**src/hdl/fpfr_pkg.sv**
```systemverilog
// Package for the FIFO page-frame replacer.
// Holds field widths and the command and status types shared by the
// controller and the datapath. Depends on nothing.
package fpfr_pkg;

  localparam int unsigned OWNER_W = 7;
  localparam int unsigned STAMP_W = 31;
  localparam int unsigned INDEX_W = 3;

  typedef struct packed {
    logic load;    // Capture the page and clear the scan trackers.
    logic rd_en;   // Read the frame at the scan address and advance it.
    logic commit;  // Place the page and register the result.
  } fpfr_cmd_t;

  typedef struct packed {
    logic rd_last;  // The scan address points at the last frame.
  } fpfr_status_t;

endpackage

```
**src/hdl/fpfr_if.sv**
```systemverilog
// Handshake interfaces for the page channel and the result channel.
// Depends on fpfr_pkg for the field widths.
interface fpfr_page_if import fpfr_pkg::*; ();
  logic               valid;
  logic               ready;
  logic [OWNER_W-1:0] owner_id;
  logic [STAMP_W-1:0] load_stamp;

  modport source (output valid, output owner_id, output load_stamp, input ready);
  modport sink (input valid, input owner_id, input load_stamp, output ready);
endinterface

interface fpfr_result_if import fpfr_pkg::*; ();
  logic               valid;
  logic               ready;
  logic [INDEX_W-1:0] frame_index;
  logic               evicted;
  logic [OWNER_W-1:0] evicted_owner;
  logic [STAMP_W-1:0] evicted_stamp;

  modport source (
    output valid, output frame_index, output evicted, output evicted_owner,
    output evicted_stamp, input ready
  );
  modport sink (
    input valid, input frame_index, input evicted, input evicted_owner,
    input evicted_stamp, output ready
  );
endinterface

```
**src/hdl/fifo_page_frame_replacer.sv**
```systemverilog
// Top level of the FIFO page-frame replacer: joins controller and datapath.
// Depends on fpfr_pkg, fpfr_if, fpfr_ctrl and fpfr_datapath.
//
//   Channel   Dir   Payload                                           Role
//   page_if   in    owner_id, load_stamp                              page to place
//   res_if    out   frame_index, evicted, evicted_owner, evicted_stamp placement result
//
// An accepted page passes through a scan that reads each frame of the
// single-port frame memory in turn, a drain of the last registered read, a
// commit that writes the chosen frame and registers the result, and a state
// that presents the result. The next page is taken in the cycle after the
// result transfer. Reset empties every frame at once.
// A stalled result holds in its register and the page channel stays not ready.
module fifo_page_frame_replacer import fpfr_pkg::*; #(
  parameter int unsigned FRAME_COUNT = 8
) (
  input  logic   clk_i,
  input  logic   rst_ni,
  fpfr_page_if.sink     page_if,
  fpfr_result_if.source res_if
);

  fpfr_cmd_t    cmd;
  fpfr_status_t status;

  fpfr_ctrl u_ctrl (
    .clk_i       (clk_i),
    .rst_ni      (rst_ni),
    .in_valid_i  (page_if.valid),
    .in_ready_o  (page_if.ready),
    .out_valid_o (res_if.valid),
    .out_ready_i (res_if.ready),
    .cmd_o       (cmd),
    .status_i    (status)
  );

  fpfr_datapath #(
    .FRAME_COUNT (FRAME_COUNT)
  ) u_datapath (
    .clk_i           (clk_i),
    .rst_ni          (rst_ni),
    .cmd_i           (cmd),
    .status_o        (status),
    .owner_id_i      (page_if.owner_id),
    .load_stamp_i    (page_if.load_stamp),
    .frame_index_o   (res_if.frame_index),
    .evicted_o       (res_if.evicted),
    .evicted_owner_o (res_if.evicted_owner),
    .evicted_stamp_o (res_if.evicted_stamp)
  );

endmodule

```
**src/hdl/fpfr_ctrl.sv**
```systemverilog
// Controller of the page-frame replacer: sequences accept, frame scan,
// commit and result transfer. Depends on fpfr_pkg.
module fpfr_ctrl import fpfr_pkg::*; (
  input  logic         clk_i,
  input  logic         rst_ni,
  input  logic         in_valid_i,
  output logic         in_ready_o,
  output logic         out_valid_o,
  input  logic         out_ready_i,
  output fpfr_cmd_t    cmd_o,
  input  fpfr_status_t status_i
);

  typedef enum logic [2:0] {
    ST_IDLE,
    ST_SCAN,
    ST_DRAIN,
    ST_COMMIT,
    ST_OUTPUT
  } state_e;

  state_e state_q;
  state_e state_d;

  always_comb begin
    state_d      = state_q;
    cmd_o        = '0;
    in_ready_o   = 1'b0;
    out_valid_o  = 1'b0;
    case (state_q)
      ST_IDLE: begin
        in_ready_o = 1'b1;
        if (in_valid_i) begin
          cmd_o.load = 1'b1;
          state_d    = ST_SCAN;
        end
      end
      ST_SCAN: begin
        cmd_o.rd_en = 1'b1;
        if (status_i.rd_last) begin
          state_d = ST_DRAIN;
        end
      end
      ST_DRAIN: begin
        state_d = ST_COMMIT;
      end
      ST_COMMIT: begin
        cmd_o.commit = 1'b1;
        state_d      = ST_OUTPUT;
      end
      ST_OUTPUT: begin
        out_valid_o = 1'b1;
        if (out_ready_i) begin
          state_d = ST_IDLE;
        end
      end
      default: begin
        state_d = ST_IDLE;
      end
    endcase
  end

  always_ff @(posedge clk_i or negedge rst_ni) begin
    if (!rst_ni) begin
      state_q <= ST_IDLE;
    end else begin
      state_q <= state_d;
    end
  end

endmodule

```
**src/hdl/fpfr_datapath.sv**
```systemverilog
// Datapath of the page-frame replacer: frame memory, occupancy bits,
// scan trackers for the first empty and the oldest full frame, and the
// result register. Depends on fpfr_pkg.
module fpfr_datapath import fpfr_pkg::*; #(
  parameter int unsigned FRAME_COUNT = 8
) (
  input  logic               clk_i,
  input  logic               rst_ni,
  input  fpfr_cmd_t          cmd_i,
  output fpfr_status_t       status_o,
  input  logic [OWNER_W-1:0] owner_id_i,
  input  logic [STAMP_W-1:0] load_stamp_i,
  output logic [INDEX_W-1:0] frame_index_o,
  output logic               evicted_o,
  output logic [OWNER_W-1:0] evicted_owner_o,
  output logic [STAMP_W-1:0] evicted_stamp_o
);

  localparam int unsigned IDX_W = $clog2(FRAME_COUNT);
  localparam logic [IDX_W-1:0] LAST_IDX = IDX_W'(FRAME_COUNT - 1);

  logic [OWNER_W+STAMP_W-1:0] mem [FRAME_COUNT];
  logic [FRAME_COUNT-1:0]     full_q;

  logic [OWNER_W-1:0] owner_q;
  logic [STAMP_W-1:0] stamp_q;

  logic [IDX_W-1:0]           rd_addr_q;
  logic                       rd_vld_q;
  logic [IDX_W-1:0]           rd_idx_q;
  logic [OWNER_W+STAMP_W-1:0] rdata_q;
  logic [OWNER_W-1:0]         rd_owner;
  logic [STAMP_W-1:0]         rd_stamp;

  logic               found_empty_q;
  logic [IDX_W-1:0]   empty_idx_q;
  logic               seen_q;
  logic [IDX_W-1:0]   best_idx_q;
  logic [OWNER_W-1:0] best_owner_q;
  logic [STAMP_W-1:0] best_stamp_q;

  logic             rd_empty;
  logic [IDX_W-1:0] slot;

  assign rd_owner          = rdata_q[OWNER_W+STAMP_W-1:STAMP_W];
  assign rd_stamp          = rdata_q[STAMP_W-1:0];
  assign rd_empty          = !full_q[rd_idx_q];
  assign slot              = found_empty_q ? empty_idx_q : best_idx_q;
  assign status_o.rd_last  = (rd_addr_q == LAST_IDX);

  always_ff @(posedge clk_i) begin
    if (cmd_i.rd_en) begin
      rdata_q <= mem[rd_addr_q];
    end
    if (cmd_i.commit) begin
      mem[slot] <= {owner_q, stamp_q};
    end
  end

  always_ff @(posedge clk_i or negedge rst_ni) begin
    if (!rst_ni) begin
      full_q        <= '0;
      rd_addr_q     <= '0;
      rd_vld_q      <= 1'b0;
      rd_idx_q      <= '0;
      found_empty_q <= 1'b0;
      seen_q        <= 1'b0;
    end else begin
      rd_vld_q <= cmd_i.rd_en;
      if (cmd_i.rd_en) begin
        rd_idx_q  <= rd_addr_q;
        rd_addr_q <= rd_addr_q + 1'b1;
      end
      if (cmd_i.load) begin
        rd_addr_q     <= '0;
        found_empty_q <= 1'b0;
        seen_q        <= 1'b0;
      end else if (rd_vld_q) begin
        if (rd_empty) begin
          if (!found_empty_q) begin
            found_empty_q <= 1'b1;
          end
        end else if (!seen_q || (rd_stamp < best_stamp_q)) begin
          seen_q <= 1'b1;
        end
      end
      if (cmd_i.commit) begin
        full_q[slot] <= (owner_q != '0);
      end
    end
  end

  always_ff @(posedge clk_i) begin
    if (cmd_i.load) begin
      owner_q <= owner_id_i;
      stamp_q <= load_stamp_i;
    end
    if (rd_vld_q && !cmd_i.load) begin
      if (rd_empty) begin
        if (!found_empty_q) begin
          empty_idx_q <= rd_idx_q;
        end
      end else if (!seen_q || (rd_stamp < best_stamp_q)) begin
        best_idx_q   <= rd_idx_q;
        best_owner_q <= rd_owner;
        best_stamp_q <= rd_stamp;
      end
    end
    if (cmd_i.commit) begin
      frame_index_o   <= INDEX_W'(slot);
      evicted_o       <= !found_empty_q;
      evicted_owner_o <= found_empty_q ? '0 : best_owner_q;
      evicted_stamp_o <= found_empty_q ? '0 : best_stamp_q;
    end
  end

endmodule
```
**src/flat_wrapper.sv**
```systemverilog
// flat-port wrapper written by rule: the top's interface ports become plain ports
module fifo_page_frame_replacer_flat import fpfr_pkg::*;
#(
  parameter int unsigned FRAME_COUNT = 8
)
  (clk_i, rst_ni, page_if_valid, page_if_owner_id, page_if_load_stamp, page_if_ready, res_if_valid, res_if_frame_index, res_if_evicted, res_if_evicted_owner, res_if_evicted_stamp, res_if_ready);
  fpfr_page_if page_if_i ();
  fpfr_result_if res_if_i ();
  input  logic clk_i;
  input  logic rst_ni;
  input wire logic [$bits(page_if_i.valid)-1:0] page_if_valid;
  input wire logic [$bits(page_if_i.owner_id)-1:0] page_if_owner_id;
  input wire logic [$bits(page_if_i.load_stamp)-1:0] page_if_load_stamp;
  output wire logic [$bits(page_if_i.ready)-1:0] page_if_ready;
  output wire logic [$bits(res_if_i.valid)-1:0] res_if_valid;
  output wire logic [$bits(res_if_i.frame_index)-1:0] res_if_frame_index;
  output wire logic [$bits(res_if_i.evicted)-1:0] res_if_evicted;
  output wire logic [$bits(res_if_i.evicted_owner)-1:0] res_if_evicted_owner;
  output wire logic [$bits(res_if_i.evicted_stamp)-1:0] res_if_evicted_stamp;
  input wire logic [$bits(res_if_i.ready)-1:0] res_if_ready;
  assign page_if_i.valid = page_if_valid;
  assign page_if_i.owner_id = page_if_owner_id;
  assign page_if_i.load_stamp = page_if_load_stamp;
  assign page_if_ready = page_if_i.ready;
  assign res_if_valid = res_if_i.valid;
  assign res_if_frame_index = res_if_i.frame_index;
  assign res_if_evicted = res_if_i.evicted;
  assign res_if_evicted_owner = res_if_i.evicted_owner;
  assign res_if_evicted_stamp = res_if_i.evicted_stamp;
  assign res_if_i.ready = res_if_ready;
  fifo_page_frame_replacer #(.FRAME_COUNT(FRAME_COUNT)) u_core (.clk_i(clk_i), .rst_ni(rst_ni), .page_if(page_if_i), .res_if(res_if_i));
endmodule
```
**config.mk**
```make
export PLATFORM = sky130hd
export DESIGN_NAME = fifo_page_frame_replacer_flat
export DESIGN_NICKNAME = d
export VERILOG_FILES = /design/src/hdl/fpfr_pkg.sv /design/src/hdl/fpfr_if.sv /design/src/hdl/fifo_page_frame_replacer.sv /design/src/hdl/fpfr_ctrl.sv /design/src/hdl/fpfr_datapath.sv /design/src/flat_wrapper.sv
export SDC_FILE = /design/constraint.sdc
export NUM_CORES = 1
export LEC_CHECK = 0
export BUFFER_PORTS_ARGS = -buffer_cell sky130_fd_sc_hd__buf_2
export CAP_MARGIN = 20
export CELL_PAD_IN_SITES_DETAIL_PLACEMENT = 1
export CELL_PAD_IN_SITES_GLOBAL_PLACEMENT = 1
export CORE_MARGIN = 1.5
export CORE_UTILIZATION = 30
export DETAILED_ROUTE_END_ITERATION = 10
export GPL_TIMING_DRIVEN = 0
export PLACE_DENSITY_LB_ADDON = 0.25
export SLEW_MARGIN = 20
export SYNTH_ARGS = -nofsm -noshare
export SYNTH_HDL_FRONTEND = slang
export SYNTH_SLANG_ARGS = --single-unit
export TNS_END_PERCENT = 100
```
**constraint.sdc**
```tcl
create_clock -name clk_i -period 14.5 [get_ports clk_i]
set_input_delay 2.175 -clock clk_i [delete_from_list [all_inputs] [get_ports clk_i]]
set_output_delay 2.175 -clock clk_i [all_outputs]
set_load 0.02 [all_outputs]
```
; ---- Yosys cells after proc, flatten, opt, wreduce, memory -nomap -nowiden
; Memories as Yosys holds them, arrays and structs flattened. A register that Yosys moved wholly into a read port is not among the register bits.
; Index checks and enable logic that the tools add are counted.
[word_totals]
register_bits = 144
memories = 1
mem_bits_rw = 304
[mem_list]
columns = memory, depth, width, read_ports, rd_clocked_by_memory_dff, write_ports, line_no
row1 = u_core.u_datapath.mem, 8, 38, 1, 1, 1, fpfr_datapath.sv:22  ; logic [OWNER_W+STAMP_W-1:0] mem [FRAME_COUNT];
[classes]
magnitude_cmp = 4
n_reduce_logical = 17
addsub = 1
eq_ne = 9
bitwise_logic = 2
muxes = 27
[ops]
columns = cell, count
row1 = $lt 31x31->1, 1
row2 = $mux 3, 6
row3 = $mux 1, 17
row4 = $pmux 3 s5, 1
row5 = $reduce_and 3->1, 4
row6 = $bwmux 8, 1
row7 = $lt 3x4->1 const B, 2
row8 = $reduce_bool 2->1, 4
row9 = $reduce_bool 7->1, 1
row10 = $eq 3x2->1 const B, 2
row11 = $eq 3x3->1 const B, 2
row12 = $ne 2x2->1 const B, 3
row13 = $add 3x1->3 const B, 1
row14 = $bmux 1 s3, 1
row15 = $demux 1 s3, 1
row16 = $eq 3x1->1 const B, 1
row17 = $ge 3x1->1 const B, 1
row18 = $logic_not 1->1, 3
row19 = $logic_not 3->1, 1
row20 = $logic_and 1x1->1, 2
row21 = $ne 2x1->1 const B, 1
row22 = $not 1->1, 2
row23 = $reduce_and 2->1, 1
row24 = $logic_or 1x1->1, 1

; ---- Logic depth before layout (Yosys ltp)
; Gate-level depths: netlist of the first run.
[logic_depth]
ltp_word = 6
mapped_depth = 7

; ---- Hierarchy
; A second synthesis of the first run with hierarchy kept.
[hier_totals]
hier_cells = 850
hier_area_um2 = 18166.2
[by_module_without_submodules]
columns = module, seq_area_each_um2, area_each_um2, instances, cells_per_inst
row1 = fpfr_datapath, 14418.8, 18004.8, 1, 833
row2 = fpfr_ctrl, 75.1, 161.4, 1, 17

; ---- Least setup slack after synthesis of the first run
; No wires, ideal clock.
[synth_timing]
kind = input to register
startpoint = input port page_if_valid
endpoint = register u_core.u_datapath.best_idx_q[0] (enable)
slack_ns = 7.571
n_path_buf = 1
path_stages = 4
arrival_time_ns = 6.428
cell_sequence = and2_1 > clkbuf_1 > nand4b_1 > a211oi_1
[synth_lines]
columns = element, line_no
row1 = "start, declared", flat_wrapper.sv:11  ; input wire logic [$bits(page_if_i.valid)-1:0] page_if_valid;
row2 = "end signal, assigned", fpfr_datapath.sv:104  ; best_idx_q <= rd_idx_q;
row3 = "end, declared", fpfr_datapath.sv:38  ; logic [IDX_W-1:0] best_idx_q;

==> results of run 1 <==
registers in the layout, indices dropped and copies added (netlist names):
signal,cells
u_core.u_ctrl.state_q,3
u_core.u_datapath.best_idx_q,3
u_core.u_datapath.best_owner_q,7
u_core.u_datapath.best_stamp_q,31
u_core.u_datapath.empty_idx_q,3
u_core.u_datapath.evicted_o,1
u_core.u_datapath.evicted_owner_o,7
u_core.u_datapath.evicted_stamp_o,31
u_core.u_datapath.found_empty_q,1
u_core.u_datapath.frame_index_o,3
u_core.u_datapath.full_q,8
u_core.u_datapath.mem,304
u_core.u_datapath.owner_q,7
u_core.u_datapath.rd_addr_q,3
u_core.u_datapath.rd_idx_q,3
u_core.u_datapath.rd_vld_q,1
u_core.u_datapath.rdata_q,38
u_core.u_datapath.seen_q,1
u_core.u_datapath.stamp_q,31
cells by family (layout without fill, tap and decap cells):
group	after synthesis	count (layout)	synth area share, %
and+or+nand+nor	96	96	2.454
muxes	129	129	13.01
AOI/OAI and AO/OA	35	35	1.213
buffers and inverters	64	271	1.693
adders and majority gates	32	32	2.193
DFF	486	486	79.39
xor gates and xnor gates	1	1	0.04798
through the flow:
step	cells	power (mW)	hold WS, ns
6_report	1832	4.355	0.4206
2_1_floorplan	843	2.732	0.4003
3_3_place_gp	1710	3.108	0.4038
4_1_cts	1832	4.440	0.4221
3_5_place_dp	1739	3.187	0.4084
5_1_grt	1832	4.586	0.4347
worst max-delay path, delay by kind of cell:
kind | cells | cell delay (ns)
AO/OA/AOI/OAI | 1 | 0.45
AND/OR/NAND/NOR | 2 | 0.38
buffers and inverters | 5 | 1.04
power groups by stage:
stage          Clock [mW]  Combinational (mW)  Sequential (mW)
2_1_floorplan           0               0.741             1.99
3_3_place_gp            0                1.09             2.02
3_5_place_dp            0                1.19             2.00
4_1_cts              1.27                1.20             1.97
5_1_grt              1.32                1.27             2.00
6_report             1.23                1.15             1.97
metal layers:
metal | global-route usage (%) | vias up | wire length (um)
met5 | 0 | - | 0
met4 | 3.990 | 0 | 835
met3 | 2.044 | 59 | 1267
met2 | 21.63 | 132 | 19350
met1 | 18.60 | 4388 | 19110
li1 | - | 3727 | -
layout make-up:
cell class | count | area (sq um)
Fill cell | 5847 | 38380
Tap cell | 782 | 978.4
Timing Repair Buffer | 114 | 999.7
Inverter | 35 | 131.4
Clock buffer | 73 | 1401
Clock inverter | 20 | 146.4
Multi-Input combinational cell | 293 | 3536
Sequential cell | 486 | 14490
Buffer | 29 | 181.4
cell usage in the layout (no fill, tap or decap), types with 13 or more instances in the layout:
cell,count
inv_1,35
dfrtp_1,20
edfxtp_1,466
mux4_2,78
nor2_1,48
mux2_2,34
clkbuf_1,33
ha_1,32
mux2_4,13
buf_2,94
clkbuf_16,53
worst max path at each step:
stage                        from                                          end  slack, ns  cells past startpoint
detailed placement  page_if_valid  u_core.u_datapath.best_stamp_q[6]$_DFFE_PP_      10.05                      8
global placement    page_if_valid  u_core.u_datapath.best_stamp_q[5]$_DFFE_PP_       3.70                      5
floorplan           page_if_valid    u_core.u_datapath.best_idx_q[0]$_DFFE_PP_       7.57                      4
global route        page_if_valid  u_core.u_datapath.best_stamp_q[6]$_DFFE_PP_      10.55                      8
finish              page_if_valid  u_core.u_datapath.best_stamp_q[6]$_DFFE_PP_      10.69                      8
CTS                 page_if_valid  u_core.u_datapath.best_stamp_q[6]$_DFFE_PP_      10.67                      8
==> results by group, run 1 <==
Finish
  – Antenna Cells: 0
  – Final Cell Area: 21870 sq um
  – Total Nets Final: 1085
  – Final core utilization: 36.30%
  – Share of cells above drive strength 1: 31.24%
  – Synth-to-Final Area Change: 19.79%

Power and ir drop
  – Seq pwr share: 45.2%
  – Switching Fraction: 29.09%
  – Logic pwr share: 26.5%
  – Clock share of power: 28.3%
  – Pwr per Cell Area: 199.1 nW/um^2
  – Worst vdd ir: 0.08554 mV
  – Net Sw Power: 1.267 mW
  – Leak: 7.384 nW
  – Int Pwr: 3.088 mW

Place
  – Cell area after placement: 20320 sq um
  – Dpl ws: 10.05 ns
  – Routability congestion estimate: 0.6735
  – Port Buf Inserts: 85
  – Post-DP HPWL: 26250 um

Critical path
  – Worst Path Required: 14.79 ns
  – Worst flop-to-flop path endpoint: u_core.u_datapath.best_stamp_q[6]$_DFFE_PP_
  – CP Capture Type: register
  – Slowest CP cell: a211oi_4
  – CP Class: in2reg
  – CP Data Arrival Time: 4.09 ns
  – Setup slack, reg-to-reg: 11.33 ns
  – CP max stage delay: 0.45 ns
  – Critical-path cell list: buf_2 -> and2_1 -> clkbuf_4 -> buf_12 -> nand4b_1 -> a211oi_4 -> buf_8 -> buf_8
  – FF-to-FF path depth: 9
  – Most common cell on crit path: buf_8
  – Crit start category: input pin
  – R2r startpoint: u_core.u_datapath.best_stamp_q[8]$_DFFE_PP_
  – Critical Path Fanout Max: 26

Timing
  – Least-Margin Pin Slew: 0.9325 ns
  – Relative slew slack: 37.83%
  – Minimum clock period: 3.806 ns
  – FMAX: 0.2628 GHz
  – Clock Skew: 0.02816 ns
  – Setup_tns: 0 ns
  – Setup ws final: 10.69 ns
  – Setup violators final: 0
  – Unrepaired setup endpoints after global routing: no
  – Final slew viol count: 0
  – Final Hold Vio Count: 0
  – Fin crit share: 26.25%

Hold path
  – Hold Startpoint: u_core.u_datapath.rdata_q[33]$_DFFE_PP_
  – Worst Hold Path EP: u_core.u_datapath.best_owner_q[2]$_DFFE_PP_
  – Hold Crit Depth: 0
  – Worst Hold Class: reg2reg

Routing
  – Detailed Route Iter0 Violations: 436
  – DR vias: 8306
  – Wire per inst: 22.14 um
  – DRC viols: 0
  – Final WL: 40560 um
  – DR vias/cell: 4.534
  – Drt pass-1 iters: 4
  – Final ANT Viol Nets: 0

Synth
  – Synthesized Nets: 917
  – Most frequent cell after synthesis: edfxtp_1
  – Asr flop ratio synth: 4.115%
  – Ys flop type: edfxtp_1
  – Post-Syn Area per Cell: 21.66 sq um
  – Post-synth top area share: 76.65%
  – Yosys top cell by area: edfxtp_1
  – Post-Synthesis Cells: 843
  – Synth area leaders: edfxtp_1 77%, mux4_2 9.6%, dfrtp_1 2.7%
  – Flops & latches, synth: 486
  – Number of flops mapped to enable cells by yosys: 466
  – Distinct cells, synth: 42
  – Post-synth top cells: 466 x edfxtp_1, 78 x mux4_2, 56 x nor2_1, 35 x inv_1, 34 x mux2_2
  – Sequential fraction of the synthesis area: 79.39%
  – Mapped Area: 18260 sq um
  – Synthesis warning total: 0

Clock network
  – Hold buffers post-CTS: 0
  – Post-CTS setup buffers: 0
  – Worst-path clk slew: 0.05 ns
  – H-tree depth: 2
  – Clk_lat worst skew: 0.60 ns
  – Sink Count: 486
  – Post-CTS sizing: 0
  – Root Driver: clkbuf_16
  – CTS tree: done
  – Max clock buf depth: 3
  – CTS Buf Count: 52

Run status
  – Status: completed

GRT
  – First-pass GRT wire length: 60740 um
  – Initial antenna violation count: 0
  – Vias in the first global route: 9198
  – Pin count of the biggest net entering global routing: 35
  – Total gr overflow: 0
  – GRT Util Overall: 13.36%

Floorplanning
  – Die X-Extent: 249.7 um
  – Starting Density: 30.30%
  – Row Count: 90
  – Die Y-Extent: 249.7 um
  – Top-Level Pins: 86
  – Core area: 60250 sq um
  – Die area: 62340 sq um

Job
  – Max-cap check violation count: 0
Power figures use the tool's default switching activity.
==> inputs of run 2 (changes only) <==
Clock period 14.5 ns to 3.2 ns, I/O delays scaled along.
==> run 2 against run 1 <==
Compared with the run above:
- hold slack lost 0.37 ns
- critical endpoint is now u_core.u_datapath.best_stamp_q[7]$_DFFE_PP_
- sequential cell count is the same
- global-route usage shrank 0.13 points
- clock power grew to 4.7 times the previous value
- routed wire length shrank 0.53%
==> results by group, run 2 (same netlist as run 1, synthesis figures left out) <==
Timing
  – Fin crit share: 93.66%
  – Relative slew slack: 28.85% (was 37.83%)
  – FMAX: 0.3337 GHz
  – Setup_tns: 0 ns (unchanged)
  – Setup violators final: 0 (unchanged)
  – Unrepaired setup endpoints after global routing: no (unchanged)
  – Setup ws final: 0.2030 ns (was 10.69 ns)
  – Clock Skew: 0.01433 ns (was 0.02816 ns)
  – Minimum clock period: 2.997 ns
  – Least-Margin Pin Slew: 1.054 ns (was 0.9325 ns)
  – Final Hold Vio Count: 0 (unchanged)
  – Final slew viol count: 0 (unchanged)

Finish
  – Commonest non-fill, non-tap cell in the layout: edfxtp_1 (unchanged)
  – Filler cells: 5867 (was 5847)
  – Most flop-heavy register: u_core.u_datapath.mem (unchanged)
  – Total Nets Final: 1087 (was 1085)
  – Most frequent cells in the layout: 466 x edfxtp_1, 94 x buf_2, 78 x mux4_2, 54 x clkbuf_16, 48 x nor2_1 (was 466 x edfxtp_1, 94 x buf_2, 78 x mux4_2, 53 x clkbuf_16, 48 x nor2_1)
  – Final Cell Area: 21880 sq um (was 21870 sq um)
  – Antenna Cells: 0 (unchanged)
  – Max reg flops: 304 (unchanged)
  – Biggest regs: u_core.u_datapath.mem (304), u_core.u_datapath.rdata_q (38) (unchanged)
  – Finished Layout Cells: 1839 (was 1832)
  – Share of cells above drive strength 1: 31.88% (was 31.24%)
  – Synth-to-Final Area Change: 19.83% (was 19.79%)

Critical path
  – Critical path buffers and inverters: 2 (was 5)
  – CP max stage delay: 0.43 ns (was 0.45 ns)
  – CP Capture Type: register (unchanged)
  – Critical Path Fanout Max: 9 (was 26)
  – Critical-path cell list: ha_1 -> a211oi_1 -> o21ai_0 -> a21oi_1 -> o41ai_1 -> a211oi_4 -> buf_4 -> buf_8 (was buf_2 -> and2_1 -> clkbuf_4 -> buf_12 -> nand4b_1 -> a211oi_4 -> buf_8 -> buf_8)
  – Slowest CP cell: edfxtp_1 (was a211oi_4)
  – CP Class: reg2reg (was in2reg)
  – CP Data Arrival Time: 3.30 ns (was 4.09 ns)
  – Crit start category: register (was input pin)
  – Critical path's top delay family: compound AO/OA/AOI/OAI gates (was buffers and inverters)
  – Worst Path Required: 3.51 ns (was 14.79 ns)

Power and ir drop
  – Pwr per Cell Area: 909.4 nW/um^2 (was 199.1 nW/um^2)
  – Net Sw Power: 5.857 mW (was 1.267 mW)
  – Leak: 7.412 nW (was 7.384 nW)
  – Overall power: 19.90 mW (was 4.355 mW)
  – Worst vdd ir: 0.3934 mV (was 0.08554 mV)
  – Switching Fraction: 29.44% (was 29.09%)
  – Int Pwr: 14.04 mW (was 3.088 mW)
  – Clock share of power: 28.8% (was 28.3%)
  – Logic pwr share: 26.2% (was 26.5%)
  – Seq pwr share: 45.0% (was 45.2%)

Routing
  – Detailed Route Iter0 Violations: 514 (was 436)
  – Drt pass-1 iters: 4 (unchanged)
  – DR vias: 8336 (was 8306)
  – DRC viols: 0 (unchanged)
  – Final ANT Viol Nets: 0 (unchanged)
  – DR vias/cell: 4.533 (was 4.534)
  – Final WL: 40340 um (was 40560 um)
  – Wire per inst: 21.94 um (was 22.14 um)

Run status
  – Status: completed (unchanged)

Floorplanning
  – Row Count: 90 (unchanged)
  – Die X-Extent: 249.7 um (unchanged)
  – Starting Density: 30.30% (unchanged)
  – Core area: 60250 sq um (unchanged)
  – Die area: 62340 sq um (unchanged)
  – Die Y-Extent: 249.7 um (unchanged)
  – Top-Level Pins: 86 (unchanged)

GRT
  – Initial antenna violation count: 0 (unchanged)
  – Pin count of the biggest net entering global routing: 46 (was 35)
  – Total gr overflow: 0 (unchanged)
  – GRT met3 Usage: 2.618% (was 2.044%)
  – Vias in the first global route: 9260 (was 9198)
  – GRT Util Overall: 13.23% (was 13.36%)
  – GR peak layer: met2 (unchanged)
  – GRT met1 Usage: 18.18% (was 18.60%)
  – M2 GR Usage: 21.52% (was 21.63%)
  – First-pass GRT wire length: 60690 um (was 60740 um)

Clock network
  – Sink Count: 486 (unchanged)
  – CTS Buf Count: 54 (was 52)
  – H-tree depth: 2 (unchanged)
  – Worst-path clk slew: 0.06 ns (was 0.05 ns)
  – Max clock buf depth: 3 (unchanged)
  – Clk_lat worst skew: 0.60 ns (about the same)
  – Root Driver: clkbuf_16 (unchanged)
  – CTS tree: done (unchanged)
  – Post-CTS sizing: 0 (unchanged)

Place
  – Cell area after placement: 20230 sq um (was 20320 sq um)
  – Post-DP HPWL: 24900 um (was 26250 um)
  – Cells after DPL: 1735 (was 1739)
  – Routability congestion estimate: 0.6700 (was 0.6735)
  – Dpl ws: -0.2054 ns (was 10.05 ns)
  – Port Buf Inserts: 85 (unchanged)

Job
  – Max-cap check violation count: 0 (unchanged)

Hold path
  – Worst Hold Class: in2reg (was reg2reg)
run 2: changes by cell type in the layout (fill, tap and decap cells not counted), sizes merged:
| cell | change |
|---|---|
| bufinv | -1 |
| and3b | +1 |
| clkinv | +9 |
| clkinvlp | -1 |
| dlygate4sd3 | +1 |
| clkbuf | -1 |
| buf | -2 |
| inv | +1 |
run 2: worst paths after layout:
check	start	endpoint	slack [ns]	cells after the start
worst max-delay path	u_core.u_datapath.rdata_q[8]$_DFFE_PP_	u_core.u_datapath.best_stamp_q[7]$_DFFE_PP_	0.20	8
worst min-delay path	page_if_load_stamp[16]	u_core.u_datapath.stamp_q[16]$_DFFE_PP_	0.05	1
worst max register to register	u_core.u_datapath.rdata_q[8]$_DFFE_PP_	u_core.u_datapath.best_stamp_q[7]$_DFFE_PP_	0.20	8
worst min register to register	u_core.u_datapath.rdata_q[35]$_DFFE_PP_	u_core.u_datapath.best_owner_q[4]$_DFFE_PP_	0.42	0
max in group asynchronous	rst_ni	u_core.u_datapath.full_q[7]$_DFFE_PN0P_	2.42	2
min in group asynchronous	rst_ni	u_core.u_ctrl.state_q[2]$_DFFE_PN0P_	0.39	2
run 2: power by group through the flow:
stage,Combinational (mW),Sequential [mW],Clock (mW)
after detailed placement,5.34,9.09,0
after global routing,5.79,9.06,6.14
after floorplan,3.41,8.99,0
final,5.22,8.95,5.73
after CTS,5.42,8.97,5.91
after global placement,4.93,9.08,0
run 2: metal layers:
layer | vias up | routed length (um)
li1 | 3740 | -
met1 | 4389 | 18900
met2 | 144 | 19120
met3 | 63 | 1510
met4 | 0 | 808
met5 | - | 0
run 2: what timing repair did:
action	4_1_cts	5_1_grt
buffers inserted	2	0
hold endpoints to repair	20	0
endpoints found under the setup margin	53	0
hold buffers	1	0
run 2: cell type report:
class,instances,area (sq um),area share (%)
Buffer,29,181.4,0.8293
Clock buffer,72,1439,6.577
Clock inverter,28,175.2,0.8007
Inverter,35,131.4,0.6005
Multi-Input combinational cell,294,3546,16.21
Sequential cell,486,14490,66.25
Tap cell,782,978.4,4.472
Timing Repair Buffer,113,932.1,4.261
run 2: metrics by stage:
step                utilization, %  hold WS, ns
floorplan                        -       0.1844
global placement             32.73       0.4026
detailed placement           33.58       0.4066
CTS                          36.31     0.004089
global route                 36.31      0.01066
finish                       36.31      0.05150
